$ cat config.mk
export PLATFORM = sky130hd
export DESIGN_NAME = per_line_substring_counter_top
export DESIGN_NICKNAME = d
export VERILOG_FILES = /design/src/hw/rtl/plc_pkg.sv /design/src/hw/rtl/plc_cell.sv /design/src/hw/rtl/per_line_substring_counter_top.sv
export SDC_FILE = /design/constraint.sdc
export NUM_CORES = 1
export LEC_CHECK = 0
export BUFFER_PORTS_ARGS = -buffer_cell sky130_fd_sc_hd__buf_2
export CAP_MARGIN = 15
export CORE_MARGIN = 4
export CORE_UTILIZATION = 30
export CTS_BUF_LIST = sky130_fd_sc_hd__clkbuf_4
export DETAILED_ROUTE_END_ITERATION = 16
export SYNTH_ARGS = -nofsm -noshare
export SYNTH_HDL_FRONTEND = slang
export SYNTH_SLANG_ARGS = --single-unit
$ cat constraint.sdc
create_clock -name i_clk -period 9.3 [get_ports i_clk]
set_input_delay 0.93 -clock i_clk [delete_from_list [all_inputs] [get_ports i_clk]]
set_output_delay 0.93 -clock i_clk [all_outputs]
set_load 0.02 [all_outputs]
$ cat src/hw/rtl/plc_pkg.sv
package plc_pkg;

    localparam int OP_W  = 2;
    localparam int CFG_W = 2;
    localparam int LEN_W = 5;

    localparam logic [OP_W-1:0] OP_CHAR = 2'd0;
    localparam logic [OP_W-1:0] OP_EOL  = 2'd1;
    localparam logic [OP_W-1:0] OP_EOT  = 2'd2;

    localparam logic [CFG_W-1:0] CFG_PAT_LO  = 2'd0;
    localparam logic [CFG_W-1:0] CFG_PAT_HI  = 2'd1;
    localparam logic [CFG_W-1:0] CFG_PAT_LEN = 2'd2;

    typedef struct packed {
        logic shift;
        logic clear;
    } t_cell_ctl;

endpackage

$ cat src/hw/rtl/plc_cell.sv
module plc_cell (
    input  logic              i_clk,
    input  logic              i_rst_n,
    input  plc_pkg::t_cell_ctl i_ctl,
    input  logic              i_prev,
    input  logic [7:0]        i_char,
    input  logic [7:0]        i_pat_byte,
    input  logic              i_active,
    input  logic              i_last,
    output logic              o_match,
    output logic              o_hit
);
    import plc_pkg::*;

    logic r_match;
    logic n_match;

    assign n_match = i_prev & i_active & (i_char == i_pat_byte);

    always_ff @(posedge i_clk) begin
        if (!i_rst_n || i_ctl.clear) begin
            r_match <= 1'b0;
        end else if (i_ctl.shift) begin
            r_match <= n_match;
        end
    end

    assign o_match = r_match;
    assign o_hit   = i_ctl.shift & i_last & n_match;

endmodule

$ cat src/hw/rtl/per_line_substring_counter_top.sv
// Per-line substring counter.
// Input channel (i_in_valid / o_in_stall): one item per accepted edge, i_op selects
// a text byte (i_char_byte), an end of line or an end of text; op 3 is ignored.
// Output channel (o_out_valid / i_out_stall): one item per matching line with its
// report number, line number and hit count, or a no_match item at end of text
// when no line of the text matched.
// Throughput is one item per cycle while o_in_stall is low: a row of PATTERN_MAX match
// cells, one per pattern byte, updates the partial matches for each accepted byte.
// A result is formed combinationally from the item that causes it and registered in the output register.
// When the receiver stalls, one further result is held in a skid register;
// o_in_stall rises only while that skid register is full.
// Reset clears the pattern registers, counters, match cells and the valid flags of both buffers.
// Configuration is to be written through i_cfg_we / i_cfg_index / i_cfg_data only
// while the block is idle; the block itself does not enforce this.
module per_line_substring_counter_top #(
    parameter int PATTERN_MAX = 16,
    parameter int HIT_BITS    = 12
) (
    input  logic                      i_clk,
    input  logic                      i_rst_n,
    input  logic                      i_in_valid,
    output logic                      o_in_stall,
    input  logic [plc_pkg::OP_W-1:0]  i_op,
    input  logic [7:0]                i_char_byte,
    output logic                      o_out_valid,
    input  logic                      i_out_stall,
    output logic [31:0]               o_report_number,
    output logic [31:0]               o_line_number,
    output logic [HIT_BITS-1:0]       o_hits,
    output logic                      o_no_match,
    input  logic                      i_cfg_we,
    input  logic [plc_pkg::CFG_W-1:0] i_cfg_index,
    input  logic [63:0]               i_cfg_data
);
    import plc_pkg::*;

    logic [63:0]      r_pat_lo;
    logic [63:0]      r_pat_hi;
    logic [LEN_W-1:0] r_pat_len;
    logic [LEN_W-1:0] w_used_len;

    logic [31:0]         r_line_cnt;
    logic [31:0]         r_reports;
    logic [HIT_BITS-1:0] r_hit_cnt;
    logic                r_line_open;

    logic                r_out_valid;
    logic [31:0]         r_out_rep;
    logic [31:0]         r_out_line;
    logic [HIT_BITS-1:0] r_out_hits;
    logic                r_out_nm;
    logic                r_skd_valid;
    logic [31:0]         r_skd_rep;
    logic [31:0]         r_skd_line;
    logic [HIT_BITS-1:0] r_skd_hits;
    logic                r_skd_nm;

    logic w_acc, w_char, w_eol, w_eot, w_close, w_report, w_nomatch, w_res_valid;
    logic w_hit, w_drain;
    logic [31:0]         w_line_inc;
    logic [31:0]         w_rep_inc;
    logic [31:0]         w_res_rep;
    logic [31:0]         w_res_line;
    logic [HIT_BITS-1:0] w_res_hits;
    t_cell_ctl           w_ctl;

    logic [PATTERN_MAX:0]   w_match;
    logic [PATTERN_MAX-1:0] w_hits;

    always_ff @(posedge i_clk) begin
        if (!i_rst_n) begin
            r_pat_lo  <= '0;
            r_pat_hi  <= '0;
            r_pat_len <= '0;
        end else if (i_cfg_we) begin
            unique case (i_cfg_index)
                CFG_PAT_LO:  r_pat_lo  <= i_cfg_data;
                CFG_PAT_HI:  r_pat_hi  <= i_cfg_data;
                CFG_PAT_LEN: r_pat_len <= i_cfg_data[LEN_W-1:0];
                default: ;
            endcase
        end
    end

    assign w_used_len = (r_pat_len > LEN_W'(PATTERN_MAX)) ? LEN_W'(PATTERN_MAX) : r_pat_len;

    assign o_in_stall = r_skd_valid;
    assign w_acc      = i_in_valid && !r_skd_valid;
    assign w_char     = w_acc && (i_op == OP_CHAR);
    assign w_eol      = w_acc && (i_op == OP_EOL);
    assign w_eot      = w_acc && (i_op == OP_EOT);

    assign w_ctl.shift = w_char;
    assign w_ctl.clear = w_eol || w_eot;

    assign w_match[0] = 1'b1;

    for (genvar gi = 0; gi < PATTERN_MAX; gi++) begin : g_cell
        logic [7:0] w_pat_byte;
        if (gi < 8) begin : g_lo
            assign w_pat_byte = r_pat_lo[8*gi +: 8];
        end else begin : g_hi
            assign w_pat_byte = r_pat_hi[8*(gi-8) +: 8];
        end
        plc_cell u_cell (
            .i_clk      (i_clk),
            .i_rst_n    (i_rst_n),
            .i_ctl      (w_ctl),
            .i_prev     (w_match[gi]),
            .i_char     (i_char_byte),
            .i_pat_byte (w_pat_byte),
            .i_active   (LEN_W'(gi) < w_used_len),
            .i_last     (LEN_W'(gi + 1) == w_used_len),
            .o_match    (w_match[gi+1]),
            .o_hit      (w_hits[gi])
        );
    end

    assign w_hit = |w_hits;

    assign w_line_inc = (r_line_cnt == '1) ? r_line_cnt : r_line_cnt + 32'd1;
    assign w_rep_inc  = (r_reports == '1) ? r_reports : r_reports + 32'd1;

    assign w_close     = w_eol || (w_eot && r_line_open);
    assign w_report    = w_close && (r_hit_cnt != '0);
    assign w_nomatch   = w_eot && !w_report && (r_reports == '0);
    assign w_res_valid = w_report || w_nomatch;
    assign w_res_rep   = w_report ? w_rep_inc : '0;
    assign w_res_line  = w_report ? w_line_inc : '0;
    assign w_res_hits  = w_report ? r_hit_cnt : '0;

    always_ff @(posedge i_clk) begin
        if (!i_rst_n) begin
            r_line_cnt  <= '0;
            r_reports   <= '0;
            r_hit_cnt   <= '0;
            r_line_open <= 1'b0;
        end else if (w_eot) begin
            r_line_cnt  <= '0;
            r_reports   <= '0;
            r_hit_cnt   <= '0;
            r_line_open <= 1'b0;
        end else if (w_eol) begin
            r_line_cnt  <= w_line_inc;
            r_hit_cnt   <= '0;
            r_line_open <= 1'b0;
            if (w_report) begin
                r_reports <= w_rep_inc;
            end
        end else if (w_char) begin
            r_line_open <= 1'b1;
            if (w_hit && (r_hit_cnt != '1)) begin
                r_hit_cnt <= r_hit_cnt + HIT_BITS'(1);
            end
        end
    end

    assign w_drain = r_out_valid && !i_out_stall;

    always_ff @(posedge i_clk) begin
        if (!i_rst_n) begin
            r_out_valid <= 1'b0;
            r_skd_valid <= 1'b0;
        end else if (r_skd_valid) begin
            if (w_drain) begin
                r_out_valid <= 1'b1;
                r_skd_valid <= 1'b0;
            end
        end else if (w_res_valid) begin
            if (r_out_valid && !w_drain) begin
                r_skd_valid <= 1'b1;
            end else begin
                r_out_valid <= 1'b1;
            end
        end else if (w_drain) begin
            r_out_valid <= 1'b0;
        end
    end

    always_ff @(posedge i_clk) begin
        if (r_skd_valid) begin
            if (w_drain) begin
                r_out_rep  <= r_skd_rep;
                r_out_line <= r_skd_line;
                r_out_hits <= r_skd_hits;
                r_out_nm   <= r_skd_nm;
            end
        end else if (w_res_valid) begin
            if (r_out_valid && !w_drain) begin
                r_skd_rep  <= w_res_rep;
                r_skd_line <= w_res_line;
                r_skd_hits <= w_res_hits;
                r_skd_nm   <= w_nomatch;
            end else begin
                r_out_rep  <= w_res_rep;
                r_out_line <= w_res_line;
                r_out_hits <= w_res_hits;
                r_out_nm   <= w_nomatch;
            end
        end
    end

    assign o_out_valid     = r_out_valid;
    assign o_report_number = r_out_rep;
    assign o_line_number   = r_out_line;
    assign o_hits          = r_out_hits;
    assign o_no_match      = r_out_nm;

endmodule

==> results.txt, run 1 <==
Status -> finished clean
Net Sw Frac -> 25.04%
Worst rel slew slack -> 29.78%
Syn-to-layout area delta -> 14.58%
DRT Pass-1 Iters -> 5
Final min period -> 3.499 ns
Wire per inst -> 16.72 um
Starting density of the core -> 30.26%
Crit Path Class -> reg -> reg
Clock Latency Late Sink -> 0.86 ns
Post-CTS sizing -> 0
Reg clk slew, reported paths -> 0.06 ns
Placement Setup Slack -> 5.050 ns
Row count -> 90
Max Clk Rate -> 285.8 MHz
Postcts setup bufs -> 0
Remaining DRCs -> 0
P_leak -> 7.363 nW
Worst EP arrival -> 3.95 ns
Async set or reset register ratio after synthesis -> 0%
CTS max path bufs -> 3
Antenna Nets Post-Route -> 0
Hold Crit Class -> in -> reg
Least-Margin Pin Slew -> 1.042 ns
Synth top cells by count -> 391 x nand2_1, 227 x dfxtp_1, 160 x xnor2_1, 154 x edfxtp_1, 147 x nor2_1
Combinational share of power -> 6.3%
PwrDens -> 167.9 nW/um^2
CTS H-Tree Depth -> 3
Fin. Hold Viols -> 0
Syn nets -> 2041
Clock skew -> 0.06105 ns
Yosys cell types -> 69
Min-delay src -> i_cfg_data[39]
Io pins -> 160
Sequential share of the synthesized area -> 50.21%
VDD IR-drop max -> 0.0001427 V
FF+latch area -> 9170 sq um
Final setup violation count -> 0
CP Launch Type -> register
Synthesized area -> 18260 sq um
Pins Over Slew Limit -> 0
Period utilisation layout -> 37.62%
Post-Synthesis Cells -> 1955
Ys Warns -> 0
Sequential group share of total power -> 50.6%
WHS Path Cells -> 3
Share of cells above drive strength 1 -> 16.52%
Detailed-placement wirelength estimate -> 33450 um
RSZ-0062 raised after global routing -> no
WP data required -> 9.76 ns
Filler cells -> 6207
EDFF count, synth -> 154
CTS tree -> yes
Clock root buffer -> clkbuf_4
Die ar. -> 64890 sq um
Total Routing Usage GR -> 14.92%
Clock share of power -> 43.1%
Reg2reg setup slack -> 5.80 ns
Detailed Route WL -> 49540 um
Multi-input gate area -> 8513 sq um
Grt total ovfl -> 0
Fin worst setup slack -> 5.801 ns
Setup TNS Final -> 0 ns
RR Startpoint -> r_reports[0]$_SDFFE_PP0P_
Crit path from -> r_reports[0]$_SDFFE_PP0P_
Vias in the first global route -> 14558
Cell-internal power -> 2.633 mW
Avg Vias per Cell -> 4.978
Synth top area share -> 25.32%
Chip height -> 254.7 um
Routability cong. -> 0.8918
Largest net degree at the start of global routing -> 104
Number of clock sinks -> 381
Total chip power -> 3.513 mW
Die Wd -> 254.7 um
Count leader, synth -> nand2_1
Worst reg2reg path depth -> 8
CP endpoint kind -> register
# nets final -> 2186
1st-iter DRT viols -> 895
# Max-Cap Violations -> 0
Initial antenna violation count -> 3
TritonCTS buffer count -> 103
Core box area -> 60360 sq um
Ys flop type -> dfxtp_1
Dpl cells -> 2777
Post-CTS Hold Fix Bufs -> 0
First-pass GRT wire length -> 77650 um
Crit-path max FO -> 53
Leading area contributor after synthesis -> edfxtp_1
Main area contributors after synthesis -> edfxtp_1 25%, dfxtp_1 25%, nand2_1 8.0%
Syn avg cell area -> 9.341 sq um
Post-route insts no fill -> 2963
#FFs+latches synth -> 381
Vias -> 14751
IO buf count -> 159
Net Sw Power -> 0.8796 mW
## critical path, cell delays in order, from the launching register on
cell      delay [ns]
dfxtp_1         0.35
inv_1           0.13
ha_1            0.16
nor4b_1         0.21
nand4_1         0.13
or3_1           0.40
and2_1          0.26
a21boi_4        0.71
buf_4           0.68
## routing by layer
metal  GRT usage [%]  vias to the layer above  part of all wire [%]
met2           25.39                      429                    49
met4           5.799                        2                   2.9
met3           3.345                      118                   5.5
met5               0                        -                 0.026
li1                -                     7165                     -
met1           18.49                     7037                    43
## state kept, by name, indices dropped and copies added, names as in the netlist
| signal | flops |
|---|---|
| r_pat_hi | 64 |
| r_pat_lo | 64 |
| o_line_number | 32 |
| o_report_number | 32 |
| r_line_cnt | 32 |
| r_reports | 32 |
| r_skd_line | 32 |
| r_skd_rep | 32 |
| g_cell.u_cell.o_match | 15 |
| o_hits | 12 |
| r_hit_cnt | 12 |
| r_skd_hits | 12 |
| r_pat_len | 5 |
| o_in_stall | 1 |
| o_no_match | 1 |
| o_out_valid | 1 |
| r_line_open | 1 |
| r_skd_nm | 1 |
## layout make-up
type	instances	share of cell area (%)
diodes	2	0.02392
multi-input cells	1432	40.68
well taps	782	4.676
clock inverters	41	1.238
inverters	12	0.2153
clock buffers	143	5.130
repair buffers	170	4.210
flip-flops and latches	381	43.82
## worst paths after layout
check                                                        endpoint
worst max-delay path                      o_line_number[20]$_DFFE_PP_
worst max register to register            o_line_number[20]$_DFFE_PP_
worst min-delay path                        r_pat_hi[39]$_SDFFE_PN0P_
worst min register to register  g_cell[9].u_cell.o_match$_SDFFE_PP0P_
## per-stage QoR
step	hold slack (ns)	utilization, %	cell area [sq um]
2_1_floorplan	0.4322	-	18260
3_3_place_gp	0.4478	32.45	19590
3_5_place_dp	0.4479	32.45	19590
4_1_cts	0.2498	34.66	20920
5_1_grt	0.2814	34.67	20930
6_report	0.3513	34.67	20930
## power by group through the flow
stage                     Combinational (mW)  Clock [mW]  Sequential, mW
after detailed placement               0.221           0            1.81
final                                  0.222        1.51            1.78
after global routing                   0.244        1.66            1.78
after global placement                 0.218           0            1.81
after floorplan                        0.141           0            1.82
after CTS                              0.223        1.57            1.78
## cells in the final DEF, fill, tap and decap left out, types with 4 or more instances in the layout
cell type,netlist,routed
buf_4,6,12
or2_1,4,4
mux2i_1,10,10
o31ai_1,9,9
a21boi_0,133,132
o211ai_1,4,4
and4_1,7,7
or2_2,4,4
dfxtp_1,227,226
xnor2_1,160,160
nor3_1,24,24
nor2b_1,12,12
or4_1,6,6
a21oi_1,51,51
nor4_1,32,32
nor4b_1,4,4
and3_1,19,19
clkinv_1,0,25
buf_2,32,158
xor2_1,47,47
nand2_1,391,390
clkbuf_4,0,143
nor2_1,147,146
o21ai_0,55,55
and2_1,19,19
nand3_1,41,41
nand2b_1,5,5
nand4_1,68,68
nor3b_1,5,4
o21ai_1,15,15
ha_1,5,5
clkinv_2,0,9
or3_1,30,30
a21o_1,74,74
edfxtp_1,154,154
inv_1,12,12
nand4b_1,4,4
o41ai_1,4,4
## cells by family after synthesis
logic type	count (synthesis)	share of synthesized area (%)
mux	10	0.5481
flops	381	50.21
compound gates	367	13.70
simple gates	843	21.94
xor+xnor	207	9.927
buf+inv	142	3.343
fa+ha+maj	5	0.3426
(Power assumes the default switching activity.)
==> run 2: changes to the inputs <==
- ABC_AREA: not set -> 1
- clock period: 9.3 -> 3 ns (I/O delays scaled with it)
==> results.txt, run 2 <==
Synthesized area -> 19550 sq um
Met3 WL post-DR -> 3364 um
Crit-path max FO -> 26
RSZ-0062 raised after global routing -> no
Synth top area share -> 23.65%
Status -> finished clean
Async set or reset register ratio after synthesis -> 0%
Post-Synthesis Cells -> 2736
CP Buf/Inv Count -> 5
Most common cell after layout, fill and taps aside -> nand2_1
PwrDens -> 478.2 nW/um^2
RR Startpoint -> o_in_stall$_SDFF_PN0_
Syn avg cell area -> 7.146 sq um
P_leak -> 10.32 nW
Die ar. -> 69320 sq um
Clock Latency Late Sink -> 0.86 ns
Syn nets -> 2822
Number of clock sinks -> 381
Routability cong. -> 0.9291
First-pass GRT wire length -> 92150 um
Worst R2R End -> g_cell[10].u_cell.o_match$_SDFFE_PP0P_
Share of cells above drive strength 1 -> 13.81%
VDD IR-drop max -> 0.0002217 V
Worst path cell trace -> inv_2 -> nand2_2 -> nor3_4 -> dlygate4sd3_1 -> buf_4 -> nor2_2 -> inv_2 -> buf_12 -> a211oi_1
CP Launch Type -> register
CTS tree -> yes
Starting density of the core -> 30.33%
IO buf count -> 159
Avg Vias per Cell -> 4.579
Detailed Route WL -> 58050 um
Hold Crit Class -> in -> reg
Vias in the first global route -> 17320
Final setup violation count -> 0
EDFF count, synth -> 154
CTS H-Tree Depth -> 3
Clock skew -> 0.07598 ns
Leading area contributor after synthesis -> edfxtp_1
Final min period -> 2.809 ns
CTS max path bufs -> 3
Yosys cell types -> 44
Most Frequent Cell on Critical Path -> inv_2
Hold Path Sink -> g_cell[3].u_cell.o_match$_SDFFE_PP0P_
TritonCTS buffer count -> 106
DRT Pass-1 Iters -> 5
# nets final -> 3118
Routed wl met2 -> 27230 um
Max Clk Rate -> 356.0 MHz
Count leader, synth -> nand2_1
Worst rel slew slack -> 43.76%
Antenna Nets Post-Route -> 0
Ys Warns -> 0
Top flop regs -> r_pat_hi (64), r_pat_lo (64)
Worst reg2reg path depth -> 9
Die Wd -> 263.3 um
Pins Over Slew Limit -> 0
Setup TNS Final -> 0 ns
Total Routing Usage GR -> 16.33%
Postcts setup bufs -> 0
Initial antenna violation count -> 3
Reg clk slew, reported paths -> 0.07 ns
Vias -> 18220
Synth top cells by count -> 846 x nand2_1, 356 x inv_1, 303 x nor2_1, 227 x dfxtp_1, 205 x o21ai_0
Worst EP arrival -> 3.57 ns
# Max-Cap Violations -> 0
Met1 WL -> 25980 um
Least-Margin Pin Slew -> 0.8437 ns
Sequential share of the synthesized area -> 46.89%
Wire per inst -> 14.59 um
Min-delay src -> i_char_byte[7]
CP top delay family -> buffers and inverters
Io pins -> 160
WP data required -> 3.76 ns
1st-iter DRT viols -> 1206
Remaining DRCs -> 0
Detailed-placement wirelength estimate -> 41280 um
Clock root buffer -> clkbuf_4
Fin. Hold Viols -> 0
Row count -> 93
Largest net degree at the start of global routing -> 80
Main area contributors after synthesis -> edfxtp_1 24%, dfxtp_1 23%, nand2_1 16%
Reg2reg setup slack -> 0.19 ns
CP endpoint kind -> register
Crit-path max cell delay -> 0.59 ns
Crit Path Class -> reg -> reg
Grt total ovfl -> 0
Fin Hold WS -> 0.1566 ns
Chip height -> 263.3 um
Ys flop type -> dfxtp_1
WHS Path Cells -> 7
#FFs+latches synth -> 381
Syn-to-layout area delta -> 21.12%
Commonest cells after routing, fill and taps aside -> 846 x nand2_1, 354 x inv_1, 303 x nor2_1
Slowest-stage cell, CP -> dlygate4sd3_1
Uppermost routed layer -> met5
Core box area -> 64460 sq um
Period utilisation layout -> 93.64%
## run 2: cell types whose count changed after synthesis, moves of 17 or more
cell | before | now
nand2_1 | 391 | 846
inv_1 | 12 | 356
nor2_1 | 147 | 303
xnor2_1 | 160 | 6
o21ai_0 | 55 | 205
a21oi_1 | 51 | 187
a21boi_0 | 133 | 0
a21o_1 | 74 | 0
nand3_1 | 41 | 79
nand4_1 | 68 | 31
or3_1 | 30 | 0
nor3_1 | 24 | 50
and2_1 | 19 | 2
## run 2: cell families after synthesis
kind of cell	share of synthesized area (%)
buffers and inverters	9.733
AO/OA/AOI/OAI	11.77
multiplexers	0.05120
AND/OR/NAND/NOR	28.19
adder cells (fa/ha/maj)	0.3200
flip-flops	46.89
XOR/XNOR	3.046
## run 2: layer usage
metal	track usage (%)	vias up
li1	-	9383
met1	21.05	8246
met2	27.49	488
met3	3.187	101
met4	5.555	2
met5	0	-
## run 2: worst max-delay path by stage
stage                                                        end  slack, ns  cells after the start             startpoint
after CTS                 g_cell[12].u_cell.o_match$_SDFFE_PP0P_       0.17                      9  o_in_stall$_SDFF_PN0_
after floorplan                              o_hits[0]$_DFFE_PP_       0.08                     11  o_in_stall$_SDFF_PN0_
after global placement                 r_hit_cnt[1]$_SDFFE_PP0P_       0.24                     15         i_char_byte[6]
final                     g_cell[10].u_cell.o_match$_SDFFE_PP0P_       0.19                      9  o_in_stall$_SDFF_PN0_
after detailed placement              r_hit_cnt[10]$_SDFFE_PP0P_       0.19                     15         i_char_byte[6]
after global routing      g_cell[10].u_cell.o_match$_SDFFE_PP0P_       0.02                      9  o_in_stall$_SDFF_PN0_
## run 2: final cells by class
class / instances / area [sq um]
inverter: 369 / 1393
tap: 855 / 1070
clock buffer: 150 / 1126
sequential: 381 / 9170
clock inverter: 46 / 225.2
fill: 6867 / 40780
timing repair buffer: 300 / 2180
multi-input combinational: 1874 / 8509
antenna: 4 / 10.01
## run 2: power breakdown
| part | switching [mW] | total, mW | internal (mW) | leakage, nW |
|---|---|---|---|---|
| registers | 0.0688 | 5.56 | 5.49 | 3.26 |
| clock network | 2.30 | 4.71 | 2.41 | 0.802 |
| logic | 0.684 | 1.06 | 0.374 | 6.26 |
## run 2: worst register-to-register path, stage by stage (launching register included)
cell	delay [ns]
dfxtp_2	0.33
inv_2	0.05
nand2_2	0.10
nor3_4	0.06
dlygate4sd3_1	0.59
buf_4	0.17
nor2_2	0.56
inv_2	0.35
buf_12	0.28
a211oi_1	0.24
## run 2: metrics by stage
step                instances  instance area [sq um]  util, %  power, mW  setup slack (ns)
floorplan                2736                  19560        -      6.280           0.08114
global placement         3705                  21580    33.47      6.645            0.2434
detailed placement       3705                  21580    33.47      6.649            0.1915
CTS                      3975                  23670    36.72      11.54            0.1667
global route             3979                  23680    36.74      11.96           0.01979
finish                   3979                  23680    36.74      11.33            0.1907
## run 2: timing repair
item | 4_1_cts | 5_1_grt
hold endpoints to repair | 157 | 0
gates resized for setup | 0 | 1
endpoints found under the setup margin | 0 | 2
hold buffers | 74 | 0
==> run 3: changes to the inputs <==
- CORE_ASPECT_RATIO: not set -> 0.75
- RECOVER_POWER: not set -> 25
==> results.txt, run 3 (synthesis results as in run 2) <==
Starting density of the core -> 30.52%
# Max-Cap Violations -> 0
Worst rel slew slack -> 17.82%
Crit-path max cell delay -> 0.43 ns
VDD IR-drop max -> 0.0001977 V
Met2 global-route usage -> 24.74%
IO buf count -> 159
WHS Path Cells -> 4
1st-iter DRT viols -> 1455
Hold Crit Class -> in -> reg
Detailed Route WL -> 60550 um
Final setup violation count -> 0
Routability cong. -> 0.9168
CP endpoint kind -> register
Postcts setup bufs -> 0
Number of clock sinks -> 381
CP Launch Type -> register
Crit-path max FO -> 25
Max Clk Rate -> 362.1 MHz
Utilization after layout -> 36.58%
Clock Latency Late Sink -> 0.86 ns
Antenna Nets Post-Route -> 0
CTS tree -> yes
Post-route cell area -> 23430 sq um
Commonest cells after routing, fill and taps aside -> 846 x nand2_1, 354 x inv_1, 303 x nor2_1
PwrDens -> 484.1 nW/um^2
Core box area -> 64060 sq um
Syn-to-layout area delta -> 19.84%
Fin. Hold Viols -> 0
RR Startpoint -> r_reports[0]$_SDFFE_PP0P_
Hold Path Sink -> r_pat_len[2]$_SDFFE_PN0P_
Total Routing Usage GR -> 17.14%
P_leak -> 10.16 nW
Reg2reg setup slack -> 0.24 ns
Total chip power -> 11.34 mW
CTS max path bufs -> 3
CP Buf/Inv Count -> 3
Fin Hold WS -> 0.08427 ns
Status -> finished clean
Worst path cell trace -> inv_1 -> ha_1 -> nand3_1 -> nor4_2 -> nand4_1 -> and2_1 -> or2_2 -> clkinvlp_4 -> buf_4
Min-delay src -> i_cfg_index[0]
Die ar. -> 69370 sq um
Vias in the first global route -> 16996
CP top delay family -> simple AND/OR/NAND/NOR gates
Clock skew -> 0.05033 ns
Largest net degree at the start of global routing -> 80
Least-Margin Pin Slew -> 1.233 ns
Worst R2R End -> r_skd_line[6]$_DFFE_PP_
Slowest-stage cell, CP -> nor4_2
Filler cells -> 6898
Vias -> 18341
Worst EP arrival -> 3.24 ns
Detailed-placement wirelength estimate -> 41990 um
TritonCTS buffer count -> 105
Initial antenna violation count -> 4
WP data required -> 3.48 ns
Setup TNS Final -> 0 ns
Grt total ovfl -> 0
Clock root buffer -> clkbuf_4
Wire per inst -> 15.26 um
Die Wd -> 302.8 um
DRT Pass-1 Iters -> 7
Dpl cells -> 3696
RSZ-0062 raised after global routing -> no
Crit Path Class -> reg -> reg
Worst reg2reg path depth -> 9
Top flop regs -> r_pat_hi (64), r_pat_lo (64)
Avg Vias per Cell -> 4.622
Fin worst setup slack -> 0.2381 ns
Multi-input gate area -> 8512 sq um
CTS H-Tree Depth -> 3
GRT met3 Usage -> 4.298%
Io pins -> 160
# nets final -> 3100
Final min period -> 2.762 ns
Pins Over Slew Limit -> 0
Share of cells above drive strength 1 -> 12.96%
Grt peak-use layer -> met1
Placement Setup Slack -> 0.1418 ns
Post-route insts no fill -> 3968
Period utilisation layout -> 92.06%
FF+latch area -> 9170 sq um
Row count -> 80
Global routing usage on met1 -> 25.09%
Cell Area, Placed -> 21370 sq um
Critical Path Stages -> 9
Most common cell after layout, fill and taps aside -> nand2_1
Chip height -> 229.1 um
Reg clk slew, reported paths -> 0.07 ns
Remaining DRCs -> 0
First-pass GRT wire length -> 94030 um
==> run 3: cell types whose count changed in the layout (fill, tap and decap cells not counted), sizes merged <==
cell,delta
buf,-38
bufinv,-1
clkbuf,+32
clkinv,-5
dlygate4sd3,-2
inv,-3
==> run 3: metal layers <==
metal / routed length [um] / vias up
met5: 13 / -
met4: 1297 / 2
met3: 4649 / 100
met2: 25030 / 544
met1: 29570 / 8345
li1: - / 9350
==> run 3: what timing repair did <==
action	in CTS	in global routing
hold endpoints to repair	143	0
resized for setup	0	1
endpoints found under the setup margin	0	103
hold buffers	72	0
==> run 3: how the worst max path moves through the flow <==
stage | start | slack (ns) | end
2_1_floorplan | o_in_stall$_SDFF_PN0_ | 0.08 | o_hits[0]$_DFFE_PP_
3_3_place_gp | r_reports[0]$_SDFFE_PP0P_ | 0.18 | r_skd_line[5]$_DFFE_PP_
3_5_place_dp | r_reports[0]$_SDFFE_PP0P_ | 0.14 | r_skd_line[5]$_DFFE_PP_
4_1_cts | r_reports[0]$_SDFFE_PP0P_ | 0.07 | r_skd_line[9]$_DFFE_PP_
5_1_grt | r_reports[0]$_SDFFE_PP0P_ | 0.1 | r_skd_line[17]$_DFFE_PP_
6_report | r_reports[0]$_SDFFE_PP0P_ | 0.24 | r_skd_line[6]$_DFFE_PP_
==> run 3: area by class of cell <==
type,count,share of cell area [%]
Clock buffer,159,5.094
Sequential cell,381,39.13
Antenna cell,4,0.04272
Timing Repair Buffer,283,8.164
Clock inverter,37,0.6995
Multi-Input combinational cell,1874,36.33
Inverter,369,5.943
Tap cell,861,4.597
==> run 3: worst min-delay path, delay by kind of cell <==
kind            cells  cell delay, ns
compound gates      1            0.12
buf+inv             2            0.19
simple gates        1            0.30
==> run 3: where the power goes <==
part / leakage, nW / switching [mW] / total [mW] / internal [mW]
combinational: 6.09 / 0.687 / 1.04 / 0.351
sequential: 3.26 / 0.0686 / 5.56 / 5.49
clock: 0.813 / 2.32 / 4.75 / 2.43
total: 10.2 / 3.07 / 11.3 / 8.27
